--- src/design/lph_pkg.sv ---
// ----------------------------------------------------------------------------
// lph_pkg: shared types and constants of the linear-probe hash set
// Key width, register map, state codes and the result word of the back end.
// ----------------------------------------------------------------------------
package lph_pkg;

  localparam int KEY_W   = 32;
  localparam int CNT_W   = 5;
  localparam int CFG_W   = 11;
  localparam int APB_W   = 32;
  localparam int PADDR_W = 3;

  localparam logic [CFG_W-1:0] SIZE_RESET = 11'd1024;

  // Register index, taken from paddr[2].
  localparam logic REG_TABLE_SIZE = 1'b0;

  localparam logic ACT_LOOKUP = 1'b0;
  localparam logic ACT_ADD    = 1'b1;

  typedef enum logic [2:0] {
    FR_IDLE = 3'b001,
    FR_DIV  = 3'b010,
    FR_PUSH = 3'b100
  } front_state_t;

  typedef enum logic [3:0] {
    BK_CLEAR = 4'b0001,
    BK_IDLE  = 4'b0010,
    BK_READ  = 4'b0100,
    BK_CHECK = 4'b1000
  } back_state_t;

  typedef struct packed {
    logic present;
    logic inserted;
    logic table_full;
  } result_t;

endpackage

--- src/design/lph_front.sv ---
// ----------------------------------------------------------------------------
// lph_front: input stage of the hash set
// Takes a word, forms the key magnitude and works out the home slot with a
// bit-serial remainder, then hands the word to the queue.
// ----------------------------------------------------------------------------
module lph_front #(
  parameter int AW = 10,
  parameter int SW = 11
) (
  input  logic                     clk,
  input  logic                     rst,
  input  logic                     enable,
  input  logic [SW-1:0]            size,
  input  logic                     in_valid,
  output logic                     in_ready,
  input  logic                     action,
  input  logic [lph_pkg::KEY_W-1:0] value,
  output logic                     push_valid,
  input  logic                     push_ready,
  output logic                     push_add,
  output logic [lph_pkg::KEY_W-1:0] push_key,
  output logic [AW-1:0]            push_home
);
  import lph_pkg::*;

  front_state_t     state, state_next;
  logic             add;
  logic [KEY_W-1:0] key;
  logic [KEY_W-1:0] dividend;
  logic [SW-1:0]    rem;
  logic [CNT_W-1:0] cnt;
  logic [SW:0]      trial;
  logic [KEY_W-1:0] mag;

  // The magnitude of the most negative key wraps to 2^31, which is wanted.
  assign mag   = value[KEY_W-1] ? (KEY_W'(0) - value) : value;
  assign trial = {rem, dividend[KEY_W-1]};

  assign in_ready   = (state == FR_IDLE) && enable;
  assign push_valid = (state == FR_PUSH);
  assign push_add   = add;
  assign push_key   = key;
  assign push_home  = rem[AW-1:0];

  always_comb begin
    state_next = state;
    case (state)
      FR_IDLE: begin
        if (in_valid && in_ready) state_next = FR_DIV;
      end
      FR_DIV: begin
        if (cnt == CNT_W'(KEY_W - 1)) state_next = FR_PUSH;
      end
      FR_PUSH: begin
        if (push_ready) state_next = FR_IDLE;
      end
      default: state_next = FR_IDLE;
    endcase
  end

  always_ff @(posedge clk) begin
    if (rst) begin
      state <= FR_IDLE;
    end else begin
      state <= state_next;
    end
    case (state)
      FR_IDLE: begin
        if (in_valid && in_ready) begin
          add      <= action;
          key      <= value;
          dividend <= mag;
          rem      <= '0;
          cnt      <= '0;
        end
      end
      FR_DIV: begin
        if (trial >= {1'b0, size}) begin
          rem <= SW'(trial - {1'b0, size});
        end else begin
          rem <= trial[SW-1:0];
        end
        dividend <= {dividend[KEY_W-2:0], 1'b0};
        cnt      <= cnt + CNT_W'(1);
      end
      default: ;
    endcase
  end

endmodule

--- config.mk ---
export PLATFORM = sky130hd
export DESIGN_NAME = lph_front
export DESIGN_NICKNAME = d
export VERILOG_FILES = /design/src/design/lph_pkg.sv /design/src/design/lph_front.sv
export SDC_FILE = /design/constraint.sdc
export NUM_CORES = 1
export LEC_CHECK = 0
export BUFFER_PORTS_ARGS = -buffer_cell sky130_fd_sc_hd__buf_2
export CAP_MARGIN = 20
export CORE_ASPECT_RATIO = 1.4
export CORE_MARGIN = 8
export CORE_UTILIZATION = 55
export CTS_BUF_LIST = sky130_fd_sc_hd__clkbuf_8
export CTS_CLUSTER_DIAMETER = 120
export DETAILED_ROUTE_END_ITERATION = 12
export GPL_TIMING_DRIVEN = 0
export PLACE_DENSITY_LB_ADDON = 0.3
export RECOVER_POWER = 25
export SYNTH_ARGS = -nofsm -noshare
export SYNTH_HDL_FRONTEND = slang
export SYNTH_SLANG_ARGS = --single-unit
--- constraint.sdc ---
create_clock -name clk -period 10.3 [get_ports clk]
set_input_delay 1.545 -clock clk [delete_from_list [all_inputs] [get_ports clk]]
set_output_delay 1.545 -clock clk [all_outputs]
set_load 0.01 [all_outputs]
==> out/metrics.csv <==
metric,value,unit
finalHoldViolCount,0,
r2r_end,rem[0],
ys.flop_type,edfxtp_1,
layout_common_cells,"81 x edfxtp_1, 61 x clkbuf_1, 50 x buf_2",
dr.pass1.iters,5,
drt-initial-drc-count,276,
worst_ir_drop_vdd,183,uV
cap_viol_max_count,0,
clock_sinks,84,
grt_pass1_vias,3711,
worst_slack,6.58,ns
vias,3667,
start_kind,input pin,
pre_cts_ws,6.24,ns
cts_resized,0,
htreeDepth,3,
gr-total-overflow,0,
cts-root-buf,clkbuf_8,
syn_to_final_growth,16.4,%
drc,0,
synth_cell_types,53,
synth_top_area_share,52.8,%
cts_setup_buffers,0,
antenna_found_initial,0,
cts_tree,built,
insertion_delay,0.36,ns
wl,10900,um
clock_skew,0.00683,ns
path_class,in2reg,
worst_pin_slew,0.928,ns
synth_edf_count,81,
fin_setup_tns,0,ns
hold_ws,0.521,ns
syn-num-nets,483,
critPathSlowestCell,o41ai_1,
post-route-period-util,36.1,%
finalSetupViolCount,0,
gp_congestion,0.849,
fin_crit,3.72,ns
routedWlPerCell,17.2,um
slew_viol_final,0,
avgSynthCellArea,11.0,um^2
hold_path.class,reg2reg,
clk_pin_slew_worst_paths,0.08,ns
synthArstFlopShare,0,%
final_nets,588,
ys_ff_latch,84,
rows,39,
core_area,8150,um^2
netlist_instances,419,
status,completed,
fp.dieH,124,um
grt_max_degree,34,
fmax,269,MHz
diodes,0,
worstReg2RegStart,rem[8],
cp_cell_sequence,clkbuf_1 > inv_1 > ha_1 > or3b_1 > clkbuf_1 > or3_1 > clkbuf_1 > o41ai_1 > xor2_1 > a21oi_1,
cpPeakStageDelay,0.39,ns
grt_setup_unrepaired,no,
postCtsHoldBufs,0,
dieWidth,93.3,um
grt_use_total,19.0,%
fillerInstances,669,
antenna_left,0,
ys_warn_count,0,
cts_max_path_buffers,2,
yosysTopAreaCell,edfxtp_1,
start_util,56.5,%
slew_headroom,38.0,%
viasPerCell,5.81,
syn_area,4600,um^2
power.density,134,nW/um^2
worstSetupEndpointType,flop,
path_common_cell,clkbuf_1,
reg2regPathDepth,7,
final_common_cell,edfxtp_1,
ys_seq_area_share,54.1,%
portBuffers,93,
ys_top_cells_by_area,"edfxtp_1 53%, xor2_1 4.9%, ha_1 3.8%, nand2_1 2.8%, a21oi_1 2.4%",
numCtsBuffers,9,
cellLeakagePower,1.98,nW
grt_pass1_wl,17600,um
layout-drive-gt1-share,15.7,%
dieArea,11600,um^2
crit_start,value[0],
ios,94,
hpwl,8320,um
crit_fanout,8,
r2r_slack,7.76,ns
crit_end,dividend[18],
cp.required,10.38,ns
worstPathArrival,3.80,ns
routing by layer:
layer  up-vias  track usage (%)  share of wire (%)
li1       1773                -                  -
met1      1776             20.0                 38
met2       104             34.6                 55
met3        14             4.46                5.3
met4         0             7.52                1.7
met5         -                0                  0
area by class of cell:
type	instances	area [um^2]	area share [%]
Buffer	30	158	2.94
Multi-Input combinational cell	286	1900	35.5
Tap cell	102	128	2.38
Timing Repair Buffer	94	432	8.06
Clock buffer	9	124	2.31
Inverter	19	71.3	1.33
Sequential cell	84	2490	46.5
Clock inverter	7	52.6	0.981
flip-flops by register name, summed over array words and instances, names as in the netlist:
name	count
push_add	1
rem	11
push_key	32
cnt	5
state	3
dividend	32
cells by family after synthesis:
logic type	synth area share, %
buffers and inverters	4.97
AO/OA/AOI/OAI	15.7
flip-flops	54.1
adder cells (fa/ha/maj)	4.24
multiplexers	0.435
XOR/XNOR	5.90
AND/OR/NAND/NOR	14.6
synth_stat cells (13+ instances only):
cell and number:
a21oi_1 22, clkbuf_1 18, edfxtp_1 81, ha_1 14
inv_1 19, nand2_1 34, nor2_1 28, nor3_1 15
o21ai_0 15, o21ai_1 19, o31ai_1 13, xor2_1 26
metrics by stage:
step | total power, W | instance area [um^2] | std cells | utilization (%)
2_1_floorplan | 0.000476 | 4600 | 419 | -
3_3_place_gp | 0.000513 | 5200 | 614 | 63.8
3_5_place_dp | 0.000517 | 5240 | 615 | 64.3
4_1_cts | 0.000729 | 5410 | 631 | 66.4
5_1_grt | 0.000752 | 5360 | 631 | 65.8
6_report | 0.000720 | 5360 | 631 | 65.8
how the worst min path moves through the flow:
| stage | slack, ns | startpoint | cells past startpoint | to |
|---|---|---|---|---|
| 6_report | 0.52 | state[0] | 1 | state[2] |
| 2_1_floorplan | 0.45 | state[0] | 1 | state[2] |
| 5_1_grt | 0.55 | dividend[3] | 2 | dividend[4] |
| 4_1_cts | 0.52 | state[0] | 1 | state[2] |
| 3_5_place_dp | 0.50 | state[0] | 1 | state[2] |
| 3_3_place_gp | 0.49 | state[0] | 1 | state[2] |
power breakdown:
group          internal (W)  switching [W]  total [W]  leakage [nW]
Sequential         0.000396     0.00000624   0.000402         0.784
Combinational     0.0000414      0.0000631   0.000104          1.09
Clock              0.000107       0.000106   0.000213         0.103
worst max-delay path, delay by kind of cell:
kind / cells / cell delay [ns]
simple gates: 2 / 0.71
fa+ha+maj: 1 / 0.17
xor+xnor: 1 / 0.20
compound gates: 2 / 0.49
buf+inv: 4 / 0.69
Power figures use the tool's default switching activity.
