<file path="config.mk">
export PLATFORM = sky130hd
export DESIGN_NAME = lph_queue
export DESIGN_NICKNAME = d
export VERILOG_FILES = /design/src/design/lph_queue.sv
export SDC_FILE = /design/constraint.sdc
export NUM_CORES = 1
export LEC_CHECK = 0
export BUFFER_PORTS_ARGS = -buffer_cell sky130_fd_sc_hd__buf_2
export CAP_MARGIN = 20
export CORE_MARGIN = 2
export CORE_UTILIZATION = 50
export CTS_BUF_LIST = sky130_fd_sc_hd__clkbuf_8 sky130_fd_sc_hd__clkbuf_16
export CTS_CLUSTER_DIAMETER = 30
export CTS_CLUSTER_SIZE = 30
export DETAILED_ROUTE_END_ITERATION = 10
export GPL_ROUTABILITY_DRIVEN = 0
export PLACE_DENSITY = 0.74
export SETUP_SLACK_MARGIN = 0.5
export SLEW_MARGIN = 20
export SYNTH_ARGS = -nofsm -noshare
export SYNTH_HDL_FRONTEND = slang
export SYNTH_SLANG_ARGS = --single-unit
</file>
<file path="constraint.sdc">
create_clock -name clk -period 3.2 [get_ports clk]
set_input_delay 0.64 -clock clk [delete_from_list [all_inputs] [get_ports clk]]
set_output_delay 0.64 -clock clk [all_outputs]
set_load 0.005 [all_outputs]
</file>
<file path="src/design/lph_queue.sv">
// ----------------------------------------------------------------------------
// lph_queue: two-entry queue between front and back
// Lets the front hash the next word while the back is still probing.
// ----------------------------------------------------------------------------
module lph_queue #(
  parameter int W = 43
) (
  input  logic         clk,
  input  logic         rst,
  input  logic         push_valid,
  output logic         push_ready,
  input  logic [W-1:0] push_data,
  output logic         pop_valid,
  input  logic         pop_ready,
  output logic [W-1:0] pop_data
);

  logic [W-1:0] entry [2];
  logic         wr_ptr, rd_ptr;
  logic [1:0]   count;
  logic         do_push, do_pop;

  assign push_ready = (count != 2'd2);
  assign pop_valid  = (count != 2'd0);
  assign pop_data   = entry[rd_ptr];
  assign do_push    = push_valid && push_ready;
  assign do_pop     = pop_valid && pop_ready;

  always_ff @(posedge clk) begin
    if (rst) begin
      wr_ptr <= 1'b0;
      rd_ptr <= 1'b0;
      count  <= 2'd0;
    end else begin
      if (do_push) wr_ptr <= ~wr_ptr;
      if (do_pop) rd_ptr <= ~rd_ptr;
      if (do_push && !do_pop) begin
        count <= count + 2'd1;
      end else if (do_pop && !do_push) begin
        count <= count - 2'd1;
      end
    end
    if (do_push) entry[wr_ptr] <= push_data;
  end

endmodule

</file>
==> results of run 1 <==
logic make-up (layout without fill, tap and decap cells):
kind of cell	after synthesis	in the layout	share of synthesized area, %
adders and majority gates	1	1	0.377
AOI/OAI and AO/OA	5	5	0.904
xor gates and xnor gates	3	3	0.791
and+or+nand+nor	9	9	1.51
DFF	91	91	80.8
muxes	43	43	14.6
buffers and inverters	6	112	1.09
routing by layer:
metal	vias up	part of all wire, %	GRT usage (%)	routed length, µm
li1	816	-	-	-
met1	829	42	18.6	2320
met2	65	49	24.1	2650
met3	11	6.5	4.81	357
met4	0	2.5	8.95	134
met5	-	0	0	0
worst reg2reg max path, stage by stage, from the launching register on:
cell      delay, ns
dfxtp_1        0.41
nand2b_1       0.21
and3_2         0.19
buf_4          0.47
area by class of cell:
class | instances | share of cell area [%]
Clock buffer | 9 | 3.03
Clock inverter | 7 | 2.08
Inverter | 1 | 0.0919
Multi-Input combinational cell | 61 | 14.8
Sequential cell | 91 | 65.7
Tap cell | 77 | 2.36
Timing Repair Buffer | 95 | 11.9
per-stage QoR:
| step | instances | hold WS (ns) | worst slack [ns] | util [%] | cell area, µm² |
|---|---|---|---|---|---|
| detailed placement | 325 | 0.503 | 1.04 | 60.7 | 3870 |
| CTS | 341 | 0.464 | 0.675 | 63.9 | 4080 |
| floorplan | 158 | 0.471 | 1.07 | - | 3320 |
| global placement | 325 | 0.487 | 1.04 | 60.7 | 3870 |
| finish | 341 | 0.479 | 0.721 | 63.9 | 4080 |
| global route | 341 | 0.458 | 0.598 | 63.9 | 4080 |
synth_stat cells (2+ instances only):
| cell type | count |
|---|---|
| edfxtp_1 | 86 |
| mux2_2 | 43 |
| dfxtp_1 | 5 |
| buf_4 | 3 |
| nor2_1 | 3 |
| xor2_1 | 3 |
| a21oi_1 | 2 |
| buf_2 | 2 |
| o21ai_0 | 2 |
final timing paths:
path	start	endpoint	slack, ns	cells past startpoint
hold reg to reg	rd_ptr	rd_ptr	0.51	2
hold / removal	push_data[2]	entry[1][2]	0.48	1
setup reg to reg	count[0]	entry[1][5]	1.54	3
setup / recovery	flip-flop	pop_data[0]	0.72	3
sequential cells by signal, summed over array words and instances, names as in the netlist, named ones only:
name    flops
entry      86
wr_ptr      1
rd_ptr      1
count       2
power breakdown:
group | internal (mW) | switching, mW | leakage [nW]
clock | 0.432 | 0.370 | 0.113
combinational | 0.369 | 0.298 | 0.591
sequential | 1.49 | 0.0832 | 0.845
==> flow_summary.yaml, run 1 <==
run_status:
  outcome: "finished clean"
timing:
  finalClockSkew_ns: 0.00896
  min_period_over_period_pct: 77.5
  setup_viol: 0
  fin_crit_ns: 2.48
  drv_slew: 0
  timing_hold_violations_final: 0
  max_freq_mhz: 403
  worst_pin_slew_ns: 0.590
  tns_ns: 0
  maxSlewHeadroom_pct: 60.7
  rsz0062_at_grt: "false"
floorplan:
  die_area_um2: 7310
  start_util_pct: 52.0
  die_width_um: 85.5
  io_pins: 92
  core_um2: 6390
  dieHeight_um: 85.5
  fp-row-count: 29
pwr:
  powerDensity_nw_per_um2: 745
  p_leak_nw: 1.55
  design_power_total_mw: 3.04
  peakVddDrop_mv: 0.489
critical_path:
  cp.required_ns: 2.56
  crit_chain: "buf_4 > mux2_2 > buf_2"
  slowest_delay_ns: 0.71
  worst-path-buf-inv: 2
  crit_path_start_kind: "flip-flop"
  cp_data_arrival_time_ns: 1.84
  cp-end-kind: "primary output"
  crit_fanout: 25
  cp_top_family: "flip-flops"
  worstSetupPathType: "reg2out"
  cp_slowest_cell: "dfxtp_2"
finish:
  syn_to_final_growth_pct: 22.9
  seqCellArea_um2: 2680
  antenna_cells: 0
  n_fill_cell: 452
  nets: 307
  mostFrequentLayoutCells: "buf_2 (91), edfxtp_1 (86), mux2_2 (43), clkbuf_8 (9)"
  final_common_cell: "buf_2"
  multi_input_area_um2: 604
  drive_gt1_share_pct: 58.7
clocking:
  clock-root-buffer: "clkbuf_8"
  numCtsBuffers: 9
  cts_tree: "built"
  cts_resized: 0
  clk_pin_slew_ns: 0.09
  clk_latency_ns: 0.34
  clock_sinks: 91
  post_cts_buffers: 0
  cts_max_level: 3
  clock_path_buffers: 2
  hold_buffers: 0
global_routing:
  antenna_found_initial: 0
  grt_util_all_layers_pct: 15.3
  grt_pass1_vias: 1750
  grt_max_degree: 44
  grt_pass1_wl_um: 8270
  grt-ovfl-total: 0
yosys:
  avgSynthCellArea_um2: 21.0
  ys_seq_area_share_pct: 80.8
  synth_warnings: 0
  synth_top_area_share_pct: 77.7
  synth.distinct_cells: 18
  syn_inst: 158
  synth-edff-count: 86
  synth_nets: 206
  synth_top_flop_cell: "edfxtp_1"
  synth.top_cells.by_area: "edfxtp_1 (78%), mux2_2 (15%), dfxtp_1 (3.0%)"
  synth_area_um2: 3320
  yosys_register_bits: 91
  async_reset_ff_share_pct: 0
  synth_top_area_cell: "edfxtp_1"
run:
  cap_viol_max_count: 0
route:
  wl_um: 5470
  final_antenna_net_count: 0
  drt_iter0_markers: 114
  drc_errors: 0
  firstDrtPassIters: 4
  vias_per_cell: 5.05
  wl_per_cell_um: 16.0
  num_vias: 1721
placed_design:
  port_buffers: 91
  dp_hpwl_um: 3630
worst_hold_path:
  min_path_type: "in2reg"
No activity file was read; power rests on OpenSTA's default activity.
==> inputs of run 2 (changes only) <==
- ABC_AREA: unset -> 1
- CORE_UTILIZATION: 50 -> 47
- PLACE_DENSITY: 0.74 -> 0.72
- clock period: 3.2 -> 2 ns (I/O delays scaled with it)
==> run 2 against run 1 <==
- die area up 13%
- global-route usage down 1.6 points
- power up 72%
- setup slack worse by 0.49 ns
- register-to-register slack worse by 0.86 ns
- final cell count up 12%
- clock-buffer cell count up 1
- critical path type unchanged
- largest cell class unchanged
==> flow_summary.yaml, run 2 <==
finish:
  mostFrequentLayoutCells: "edfxtp_1 (86), buf_2 (84), mux2_4 (43), inv_1 (10), clkbuf_8 (10)"
  fin_area_um2: 4460
  top_regs: "entry: 86 flops, count: 2 flops"
  seqCellArea_um2: 2690
  fin_cells: 383
  top_register: "entry"
  drive_gt1_share_pct: 58.2
  syn_to_final_growth_pct: 25.6
  multi_input_area_um2: 792
  nets: 325
  n_fill_cell: 595
  largest_register_ffs: 86
  final_common_cell: "edfxtp_1"
critical_path:
  slowest_delay_ns: 0.41
  cp_top_family: "flip-flops"
  cp.required_ns: 1.60
  crit_fanout: 16
  ff2ff_setup_slack_ns: 0.68
  worst-path-buf-inv: 2
  r2r-start: "count[0]"
  cp_data_arrival_time_ns: 1.37
  r2r_cells: 5
  crit_path_start_kind: "flip-flop"
  worstSetupPathType: "reg2out"
  crit_chain: "buf_12 > mux2_4 > buf_2"
  cp_slowest_cell: "dfxtp_4"
  cp-end-kind: "primary output"
  r2r-end: "entry[0][8]"
yosys:
  synth_top_area_share_pct: 72.8
  synthXorXnorAreaFrac_pct: 0
  ys_seq_area_share_pct: 75.6
  synth_area_um2: 3550
  async_reset_ff_share_pct: 0
  synth_compound_area_share_pct: 0.564
  synth-simple-area-share_pct: 2.15
  synth_top_flop_cell: "edfxtp_1"
  synth_top_family_by_area: "multiplexers"
  synth.distinct_cells: 14
  synth-edff-count: 86
  synth.most_common_cell: "edfxtp_1"
  synth_nets: 219
  synth.top_cells.by_area: "edfxtp_1 (73%), mux2_4 (17%), dfxtp_1 (2.8%)"
  synth_common_cells: "edfxtp_1 (86), mux2_4 (40), nand2_1 (9)"
  synth_warnings: 0
  yosys_register_bits: 91
  avgSynthCellArea_um2: 20.7
  synth_top_area_cell: "edfxtp_1"
  syn_inst: 171
  synth_fa_ha_area_share_pct: 0.353
  muxShareOfSynthArea_pct: 17.9
pwr:
  p_leak_nw: 1.80
  peakVddDrop_mv: 0.834
  powerDensity_nw_per_um2: 1170
timing:
  setup_viol: 0
  min_period_over_period_pct: 88.5
  fin_crit_ns: 1.77
  layout_setup_ws_ns: 0.230
  tns_ns: 0
  drv_slew: 0
  finalClockSkew_ns: 0.00697
  maxSlewHeadroom_pct: 78.5
  max_freq_mhz: 565
  rsz0062_at_grt: "true"
  worst_pin_slew_ns: 0.322
  timing_hold_violations_final: 0
route:
  final_antenna_net_count: 0
  wl_per_cell_um: 14.6
  num_vias: 1764
  drt_iter0_markers: 63
  drc_errors: 0
  firstDrtPassIters: 6
  vias_per_cell: 4.61
  wl_um: 5610
placed_design:
  dpl_cell_area_um2: 4150
  place_inst: 363
  dp_hpwl_um: 3990
  port_buffers: 91
  dp_slack_ns: 0.390
clocking:
  clock_path_buffers: 2
  cts_max_level: 3
  clk_pin_slew_ns: 0.08
  numCtsBuffers: 9
  clock_sinks: 91
  hold_buffers: 0
  clk_latency_ns: 0.33
  clock-root-buffer: "clkbuf_8"
  cts_tree: "built"
worst_hold_path:
  min_to: "entry[0][9]"
  whs_path_depth: 1
  min_path_type: "in2reg"
  min_from: "push_data[9]"
global_routing:
  grt_util_all_layers_pct: 13.7
  grt_pass1_wl_um: 8630
  grt_max_degree: 24
  grt_pass1_vias: 1799
  grt-ovfl-total: 0
  antenna_found_initial: 1
run_status:
  outcome: "finished clean"
floorplan:
  fp-row-count: 31
  start_util_pct: 48.6
  dieHeight_um: 90.9
  io_pins: 92
  core_um2: 7290
  die_width_um: 90.9
  die_area_um2: 8260
run:
  cap_viol_max_count: 0
[run 2: cell count changes after synthesis, sizes merged, moves of 2 or more]
cell / change
nand3: +2
inv: +7
nor2: +4
xor2: -3
nand2: +9
[run 2: final cells by class]
type | count | share of cell area (%)
Multi-Input combinational cell | 67 | 17.8
Sequential cell | 91 | 60.3
Tap cell | 99 | 2.78
Clock buffer | 10 | 3.09
Inverter | 8 | 0.674
Antenna cell | 2 | 0.112
Clock inverter | 6 | 1.71
Timing Repair Buffer | 100 | 13.6
[run 2: timing repair]
item / in CTS / in global routing
gates resized for setup: 10 / 2
setup buffers: 2 / 0
endpoints found under the setup margin: 43 / 44
[run 2: routing by layer]
metal  share of wire, %  vias to the layer above  global-route usage [%]  routed length, µm
met5                  0                        -                       0                  0
met4                1.1                        0                    5.30                 59
met3                6.2                        6                    4.51                347
met2                 51                       48                    23.6               2890
met1                 41                      845                    15.9               2310
li1                   -                      865                       -                  -
[run 2: power by group]
group / internal [mW] / total, mW / switching, mW
Sequential: 2.41 / 2.50 / 0.0923
Combinational: 0.811 / 1.43 / 0.616
Clock: 0.723 / 1.29 / 0.568
[run 2: logic make-up (layout without fill, tap and decap cells)]
group | after synthesis | count (layout)
other cells | 0 | 2
flops | 91 | 91
simple gates | 19 | 19
compound gates | 4 | 4
buf+inv | 13 | 124
mux | 43 | 43
fa+ha+maj | 1 | 1
[run 2: worst max-delay path by stage]
| stage | slack (ns) | endpoint | depth (start not counted) |
|---|---|---|---|
| after global routing | 0.17 | pop_data[30] | 3 |
| after global placement | 0.40 | pop_data[19] | 3 |
| after floorplan | 0.40 | entry[0][0] | 4 |
| final | 0.23 | pop_data[30] | 3 |
| after detailed placement | 0.39 | pop_data[29] | 3 |
| after CTS | 0.21 | pop_data[29] | 3 |
[run 2: per-stage QoR]
step / hold slack [ns] / util (%) / total power, mW
4_1_cts: 0.230 / 60.8 / 5.26
6_report: 0.248 / 61.1 / 5.22
2_1_floorplan: 0.465 / - / 3.46
3_5_place_dp: 0.502 / 56.9 / 3.90
3_3_place_gp: 0.484 / 56.9 / 3.87
5_1_grt: 0.230 / 61.1 / 5.48
